### config.mk
export PLATFORM = sky130hd
export DESIGN_NAME = sine_cosine_parabolic_approx_core
export DESIGN_NICKNAME = d
export VERILOG_FILES = /design/src/rtl/core/sccpa_pkg.sv /design/src/rtl/core/sccpa_wrap.sv /design/src/rtl/core/sine_cosine_parabolic_approx_core.sv
export SDC_FILE = /design/constraint.sdc
export NUM_CORES = 2
export LEC_CHECK = 0
export BUFFER_PORTS_ARGS = -buffer_cell sky130_fd_sc_hd__buf_4
export CAP_MARGIN = 20
export CORE_MARGIN = 3
export CORE_UTILIZATION = 45
export CTS_CLUSTER_DIAMETER = 200
export CTS_CLUSTER_SIZE = 20
export DETAILED_ROUTE_END_ITERATION = 12
export HOLD_SLACK_MARGIN = 0.08
export PLACE_DENSITY = 0.7
export SLEW_MARGIN = 20
export SYNTH_ARGS = -nofsm -noshare
export SYNTH_HDL_FRONTEND = slang
export SYNTH_SLANG_ARGS = --single-unit
### constraint.sdc
create_clock -name clk -period 14.15 [get_ports clk]
set_input_delay 2.83 -clock clk [delete_from_list [all_inputs] [get_ports clk]]
set_output_delay 2.83 -clock clk [all_outputs]
set_load 0.1 [all_outputs]
### src/rtl/core/sccpa_pkg.sv
`timescale 1ns / 1ps
// ----------------------------------------------------------------------------
// sccpa_pkg
// Widths, fixed-point constants and rounding terms shared by the parabolic
// sine/cosine approximation core and its angle reduction stage.
// ----------------------------------------------------------------------------
package sccpa_pkg;

  // Port widths.
  localparam int ANG_W = 18;  // angle, signed Q5.13
  localparam int VAL_W = 16;  // result, signed Q2.14

  // Angle reduction works one bit wider than the port so adds cannot overflow.
  localparam int WRAP_W = ANG_W + 1;

  localparam logic signed [WRAP_W-1:0] ANG_PI      = WRAP_W'(25736);
  localparam logic signed [WRAP_W-1:0] ANG_TWO_PI  = WRAP_W'(51472);
  localparam logic signed [WRAP_W-1:0] ANG_HALF_PI = WRAP_W'(12868);

  // Coefficients in Q16: 4/pi, 4/pi^2 and the refinement weight 0.225.
  localparam int COEF_B_W = 18;
  localparam int COEF_C_W = 16;
  localparam int COEF_P_W = 15;
  localparam logic signed [COEF_B_W-1:0] COEF_B = COEF_B_W'(83443);
  localparam logic signed [COEF_C_W-1:0] COEF_C = COEF_C_W'(26561);
  localparam logic signed [COEF_P_W-1:0] COEF_P = COEF_P_W'(14746);

  // Datapath widths. The reduced angle stays within +/-79600, so it fits
  // in ANG_W bits, and the parabola output stays within about +/-425000.
  localparam int X_W     = ANG_W;
  localparam int BX_W    = X_W + COEF_B_W;
  localparam int XX_W    = 2 * X_W;
  localparam int ACC_W   = XX_W + COEF_C_W;
  localparam int Y_W     = 21;
  localparam int YY_W    = 2 * Y_W;
  localparam int D_W     = YY_W + 1;
  localparam int DLO_W   = 21;
  localparam int DHI_W   = D_W - DLO_W;
  localparam int PP_W    = COEF_P_W + DHI_W;
  localparam int R_W     = 60;

  // Shift amounts of the two rounding steps and of the Q-format alignments.
  localparam int BX_SHIFT = 13;
  localparam int Y_SHIFT  = 28;
  localparam int YQ_SHIFT = 14;
  localparam int R_SHIFT  = 30;
  localparam int Q_W      = R_W - R_SHIFT;

  localparam logic signed [ACC_W-1:0] ACC_RND = ACC_W'(64'd1 << (Y_SHIFT - 1));
  localparam logic signed [R_W-1:0]   R_RND   = R_W'(64'd1 << (R_SHIFT - 1));

  localparam logic signed [Q_W-1:0] VAL_MAX = Q_W'((64'd1 << (VAL_W - 1)) - 64'd1);
  localparam logic signed [Q_W-1:0] VAL_MIN = -Q_W'(64'd1 << (VAL_W - 1));

  // Function select codes.
  localparam logic OP_SINE   = 1'b0;
  localparam logic OP_COSINE = 1'b1;

  // Number of register stages from input to output.
  localparam int NSTG = 8;

endpackage

### src/rtl/core/sccpa_wrap.sv
`timescale 1ns / 1ps
// ----------------------------------------------------------------------------
// sccpa_wrap
// Angle reduction: one wrap by 2*pi toward -pi..pi, then for cosine a
// quarter-turn shift and one more wrap from above.
// ----------------------------------------------------------------------------
module sccpa_wrap (
  input  logic                               op,
  input  logic signed [sccpa_pkg::ANG_W-1:0] angle,
  output logic signed [sccpa_pkg::X_W-1:0]   x
);

  logic signed [sccpa_pkg::WRAP_W-1:0] a0;
  logic signed [sccpa_pkg::WRAP_W-1:0] a1;
  logic signed [sccpa_pkg::WRAP_W-1:0] a2;
  logic signed [sccpa_pkg::WRAP_W-1:0] a3;

  always_comb begin
    a0 = sccpa_pkg::WRAP_W'(angle);
    if (a0 < -sccpa_pkg::ANG_PI) begin
      a1 = a0 + sccpa_pkg::ANG_TWO_PI;
    end else if (a0 > sccpa_pkg::ANG_PI) begin
      a1 = a0 - sccpa_pkg::ANG_TWO_PI;
    end else begin
      a1 = a0;
    end

    a2 = a1 + sccpa_pkg::ANG_HALF_PI;
    if (op == sccpa_pkg::OP_COSINE) begin
      a3 = (a2 > sccpa_pkg::ANG_PI) ? (a2 - sccpa_pkg::ANG_TWO_PI) : a2;
    end else begin
      a3 = a1;
    end

    // Angles beyond three half-turns are not folded further, but every
    // reachable value still fits in the port width.
    x = a3[sccpa_pkg::X_W-1:0];
  end

endmodule

### src/rtl/core/sine_cosine_parabolic_approx_core.sv
`timescale 1ns / 1ps
// ----------------------------------------------------------------------------
// sine_cosine_parabolic_approx_core
// Parabolic sine/cosine approximation with one refinement step. Q5.13 angle
// in, rounded and saturated Q2.14 value out.
// ----------------------------------------------------------------------------
//
//  Channel   Ports                          Direction   Meaning
//  input     in_valid in_stall in_op        in (stall   op: 0 sine, 1 cosine
//            in_angle                        is out)    angle: signed Q5.13
//  result    out_valid out_stall out_value  out (stall  value: signed Q2.14
//                                            is in)
//
//  One transfer per clock is accepted unless a full pipeline meets an
//  output stall; the 8 register stages are wrap, two multiply stages,
//  round, square, subtract, split multiply, final add and saturate.
//  Each stage holds its own valid bit and loads when it is empty or when the
//  stage after it moves, so bubbles close up under a stall and nothing is
//  lost or repeated.
//  Reset clears the valid bits only; the pipeline is ready right after it.
//
module sine_cosine_parabolic_approx_core (
  input  logic                               clk,
  input  logic                               rst_n,
  input  logic                               in_valid,
  output logic                               in_stall,
  input  logic                               in_op,
  input  logic signed [sccpa_pkg::ANG_W-1:0] in_angle,
  output logic                               out_valid,
  input  logic                               out_stall,
  output logic signed [sccpa_pkg::VAL_W-1:0] out_value
);

  localparam int NSTG = sccpa_pkg::NSTG;

  logic [NSTG:1]   vld_r;
  logic [NSTG-1:0] vin;
  logic [NSTG:1]   rdy;
  logic [NSTG:1]   vld_nxt;

  // Stage payloads.
  logic signed [sccpa_pkg::X_W-1:0]   x1_r, x1_nxt;
  logic signed [sccpa_pkg::BX_W-1:0]  bx2_r, bx2_nxt;
  logic signed [sccpa_pkg::XX_W-1:0]  xx2_r, xx2_nxt;
  logic signed [sccpa_pkg::BX_W-1:0]  bx3_r;
  logic signed [sccpa_pkg::ACC_W-1:0] cxx3_r, cxx3_nxt;
  logic signed [sccpa_pkg::Y_W-1:0]   y4_r, y4_nxt;
  logic signed [sccpa_pkg::YY_W-1:0]  yy5_r, yy5_nxt;
  logic signed [sccpa_pkg::Y_W-1:0]   y5_r;
  logic signed [sccpa_pkg::D_W-1:0]   d6_r, d6_nxt;
  logic signed [sccpa_pkg::Y_W-1:0]   y6_r;
  logic signed [sccpa_pkg::PP_W-1:0]  pl7_r, pl7_nxt;
  logic signed [sccpa_pkg::PP_W-1:0]  ph7_r, ph7_nxt;
  logic signed [sccpa_pkg::Y_W-1:0]   y7_r;
  logic signed [sccpa_pkg::VAL_W-1:0] out_value_r, out_value_nxt;

  // Combinational helpers.
  logic signed [sccpa_pkg::X_W-1:0]   x_wrap;
  logic signed [sccpa_pkg::X_W-1:0]   x1_abs;
  logic signed [sccpa_pkg::ACC_W-1:0] acc;
  logic signed [sccpa_pkg::ACC_W-1:0] acc_rnd;
  logic signed [sccpa_pkg::Y_W-1:0]   y4_abs;
  logic signed [sccpa_pkg::DHI_W-1:0] d_hi;
  logic signed [sccpa_pkg::DLO_W:0]   d_lo;
  logic signed [sccpa_pkg::R_W-1:0]   r_sum;
  logic signed [sccpa_pkg::Q_W-1:0]   q;

  sccpa_wrap u_wrap (
    .op    (in_op),
    .angle (in_angle),
    .x     (x_wrap)
  );

  // Handshake: a stage may load when it is empty or its successor loads.
  always_comb begin
    vin[0]        = in_valid;
    vin[NSTG-1:1] = vld_r[NSTG-1:1];
    rdy[NSTG]  = !vld_r[NSTG] || !out_stall;
    for (int k = NSTG - 1; k >= 1; k--) begin
      rdy[k] = !vld_r[k] || rdy[k+1];
    end
    for (int k = 1; k <= NSTG; k++) begin
      vld_nxt[k] = rdy[k] ? vin[k-1] : vld_r[k];
    end
  end

  assign in_stall  = !rdy[1];
  assign out_valid = vld_r[NSTG];
  assign out_value = out_value_r;

  always_ff @(posedge clk) begin
    if (!rst_n) begin
      vld_r <= '0;
    end else begin
      vld_r <= vld_nxt;
    end
  end

  // Datapath.
  always_comb begin
    x1_nxt   = x_wrap;

    x1_abs   = x1_r[sccpa_pkg::X_W-1] ? -x1_r : x1_r;
    bx2_nxt  = x1_r * sccpa_pkg::COEF_B;
    xx2_nxt  = x1_r * x1_abs;

    cxx3_nxt = xx2_r * sccpa_pkg::COEF_C;

    // Parabola in Q42, rounded half up to Q14.
    acc      = (sccpa_pkg::ACC_W'(bx3_r) <<< sccpa_pkg::BX_SHIFT) - cxx3_r;
    acc_rnd  = (acc + sccpa_pkg::ACC_RND) >>> sccpa_pkg::Y_SHIFT;
    y4_nxt   = acc_rnd[sccpa_pkg::Y_W-1:0];

    y4_abs   = y4_r[sccpa_pkg::Y_W-1] ? -y4_r : y4_r;
    yy5_nxt  = y4_r * y4_abs;

    d6_nxt   = sccpa_pkg::D_W'(yy5_r) - (sccpa_pkg::D_W'(y5_r) <<< sccpa_pkg::YQ_SHIFT);

    // The weight times the difference is split into two narrow products.
    d_hi     = d6_r[sccpa_pkg::D_W-1:sccpa_pkg::DLO_W];
    d_lo     = {1'b0, d6_r[sccpa_pkg::DLO_W-1:0]};
    ph7_nxt  = d_hi * sccpa_pkg::COEF_P;
    pl7_nxt  = d_lo * sccpa_pkg::COEF_P;

    r_sum    = (sccpa_pkg::R_W'(y7_r) <<< sccpa_pkg::R_SHIFT)
             + (sccpa_pkg::R_W'(ph7_r) <<< sccpa_pkg::DLO_W)
             + sccpa_pkg::R_W'(pl7_r)
             + sccpa_pkg::R_RND;
    q        = r_sum[sccpa_pkg::R_W-1:sccpa_pkg::R_SHIFT];
    if (q > sccpa_pkg::VAL_MAX) begin
      out_value_nxt = sccpa_pkg::VAL_MAX[sccpa_pkg::VAL_W-1:0];
    end else if (q < sccpa_pkg::VAL_MIN) begin
      out_value_nxt = sccpa_pkg::VAL_MIN[sccpa_pkg::VAL_W-1:0];
    end else begin
      out_value_nxt = q[sccpa_pkg::VAL_W-1:0];
    end
  end

  always_ff @(posedge clk) begin
    if (rdy[1] && vin[0]) begin
      x1_r <= x1_nxt;
    end
    if (rdy[2] && vin[1]) begin
      bx2_r <= bx2_nxt;
      xx2_r <= xx2_nxt;
    end
    if (rdy[3] && vin[2]) begin
      bx3_r  <= bx2_r;
      cxx3_r <= cxx3_nxt;
    end
    if (rdy[4] && vin[3]) begin
      y4_r <= y4_nxt;
    end
    if (rdy[5] && vin[4]) begin
      yy5_r <= yy5_nxt;
      y5_r  <= y4_r;
    end
    if (rdy[6] && vin[5]) begin
      d6_r <= d6_nxt;
      y6_r <= y5_r;
    end
    if (rdy[7] && vin[6]) begin
      pl7_r <= pl7_nxt;
      ph7_r <= ph7_nxt;
      y7_r  <= y6_r;
    end
    if (rdy[8] && vin[7]) begin
      out_value_r <= out_value_nxt;
    end
  end

  // A full pipeline with a stalled output must hold off the input.
  a_full_stall: assert property (@(posedge clk) disable iff (!rst_n)
    ((&vld_r) && out_stall) |-> in_stall)
    else $error("input accepted while every stage is full and stalled");

  // An empty first stage always takes a transfer.
  a_empty_ready: assert property (@(posedge clk) disable iff (!rst_n)
    !vld_r[1] |-> !in_stall)
    else $error("input stalled with an empty first stage");

  // An accepted transfer occupies the first stage on the next cycle.
  a_enter: assert property (@(posedge clk) disable iff (!rst_n)
    (in_valid && !in_stall) |=> vld_r[1])
    else $error("accepted transfer did not enter the pipeline");

  // A zero parabola value refines to a zero result.
  a_zero: assert property (@(posedge clk) disable iff (!rst_n)
    (vld_r[7] && rdy[8] && (y7_r == '0)) |=> (out_value_r == '0))
    else $error("zero parabola did not give a zero result");

endmodule

==> impl_metrics.json <==
{
  "postRouteWirelength_mm": 163,
  "whs_ps": 383,
  "antenna_found_initial": 0,
  "cts_tree": "yes",
  "period_share": 0.719,
  "wire_per_inst_um": 17.2,
  "syn_avg_cell_area_um2": 10.1,
  "layout.nets": 9587,
  "rows": 148,
  "critPathCaptureType": "register",
  "rsz0062_at_grt": "false",
  "post-route-min-period_ps": 10180,
  "grt-ovfl-total": 0,
  "tns_ps": 0,
  "fin_worst_skew_ps": 44.2,
  "setup_violations": 0,
  "synthArstFlopShare": 0,
  "areaGrowthSynthToFinish_pct": 5.03,
  "yosysSeqAreaShare": 0.166,
  "cts_sinks": 413,
  "cpLargestDelayFamily": "adder cells",
  "cp_common_cell": "fa_1",
  "fillers": 14900,
  "netlist_area_mm2": 0.0740,
  "yosys.area.top_type": "fa_1",
  "status": "complete, no violations",
  "utilization": 0.477,
  "cts_buffers": 25,
  "synth-edff-count": 405,
  "num_antenna_cells": 0,
  "initial_core_util": 0.454,
  "grt_pass1_wl_mm": 273,
  "synth_top_area_frac": 0.366,
  "cts_hold_buf": 0,
  "drt_iter0_drc": 2644,
  "cp_max_fo": 41,
  "vias_per_cell": 5.16,
  "post_dp_cell_area_mm2": 0.0770,
  "synth_cells": 7304,
  "cts_max_path_buffers": 3,
  "path_buf_inv": 5,
  "critPathKind": "reg2reg",
  "cts_root_buffer": "clkbuf_16",
  "die_area_mm2": 0.169,
  "htree_levels": 1,
  "ys.warnings.count": 0,
  "route.detailed.drc": 0,
  "required_ps": 14540,
  "critPathMaxStageDelay_ps": 540,
  "clkLatencyLatePin_ps": 660,
  "yosys-top-cells-area": "fa_1, edfxtp_1, ha_1, inv_1, nand2_1",
  "timing.slew.headroom": 0.192,
  "grt_pass1_vias": 53700,
  "finalHoldViolCount": 0,
  "dp_hpwl_mm": 139,
  "syn-num-nets": 9612,
  "cts_resized": 0,
  "synth_cell_types": 106,
  "holdCritPathClass": "reg2reg",
  "final_area_mm2": 0.0778,
  "clk_pin_slew_ps": 120,
  "fmax_mhz": 98.2,
  "fp.dieH_um": 412,
  "synth_seq_cells": 413,
  "place_congestion": 0.919,
  "maxSlewViolCount": 0,
  "die_x_um": 412,
  "via_count": 48800,
  "cts_setup_buffers": 0,
  "worstPathArrival_ps": 10570,
  "port_buffers": 40,
  "antenna_left": 0,
  "maxCapViolCount": 0,
  "ios": 41,
  "worstSetupStartpointType": "register",
  "cpMaxStageDelayCell": "fa_1",
  "dr.pass1.iters": 8,
  "track_usage": 0.199,
  "worstMarginPinSlew_ps": 1200,
  "drive_gt1_frac": 0.0322,
  "grt_max_degree": 71,
  "ys.flop_type": "edfxtp_1",
  "core_area_mm2": 0.163
}
## cells in the final DEF (no fill, tap or decap), drive strengths merged, types with 27 or more instances in the layout
master,count
and3,37
edfxtp,405
nor2b,69
nor2,275
nor3,77
a21oi,210
xnor2,247
o21ai,142
nand2,621
a211oi,40
nand3,67
and2,210
o21a,56
a31oi,31
o21bai,29
fa,1355
clkbuf,37
nand2b,41
a21o,83
xor2,88
ha,930
inv,1784
or2,27
buf,118
o211ai,29
## state kept, by name, summed over array words and instances, names as in the netlist, 18 cells and up
register and cells:
cxx3_r 48, d6_r 43, xx2_r 35, bx3_r 36, y4_r 21, bx2_r 36, y7_r 21, y5_r 20
ph7_r 36, x1_r 18, y6_r 20, yy5_r 42
## final timing paths
check	from	endpoint	slack, ps	depth (start not counted)
worst max-delay path	y4_r[0]	yy5_r[40]	3970	35
worst min-delay path	bx2_r[23]	bx3_r[23]	380	0
worst max register to register	y4_r[0]	yy5_r[40]	3970	35
worst min register to register	bx2_r[23]	bx3_r[23]	380	0
## cell families after synthesis
kind of cell    Yosys count  synth area share
compound gates          767            0.0694
xor+xnor                335            0.0397
fa+ha+maj              2285             0.524
buf+inv                1955            0.0998
flops                   413             0.166
mux                      23           0.00319
other cells               1         0.0000507
simple gates           1525            0.0979
## cells in the mapped netlist, drive strengths merged, types with 20 or more instances
cell type,n
inv,1782
fa,1355
ha,930
nand2,621
edfxtp,405
nor2,275
xnor2,247
a21oi,210
and2,210
clkbuf,151
o21ai,142
xor2,88
a21o,83
nor3,77
nor2b,69
nand3,67
o21a,56
nand2b,41
a211oi,40
and3,37
a31oi,31
o211ai,29
o21bai,29
or2,27
nand4,26
or3,26
buf,20
## final cells by class
cell class,count,area (µm²),area share
multi-input cells,4936,54400,0.700
repair buffers,119,893,0.0115
flip-flops and latches,413,12300,0.158
well taps,2175,2720,0.0350
clock buffers,36,667,0.00858
inverters,1784,6700,0.0861
clock inverters,3,52.6,0.000676
## metrics by stage
| stage | std cells | setup slack [ps] |
|---|---|---|
| after floorplan | 7304 | 5280 |
| after global placement | 9426 | 4280 |
| after detailed placement | 9426 | 4040 |
| after CTS | 9465 | 4030 |
| after global routing | 9466 | 3310 |
| final | 9466 | 3970 |
## routing by layer
metal | vias to the layer above | global-route usage | routed length [µm]
met5 | - | 0 | 0
met4 | 0 | 0.0492 | 4010
met3 | 238 | 0.0201 | 7160
met2 | 1136 | 0.372 | 85900
met1 | 24700 | 0.244 | 66200
li1 | 22800 | - | -
Power is not shown: default switching activity piles up to over one toggle a cycle in this logic, so the estimate is an artifact.
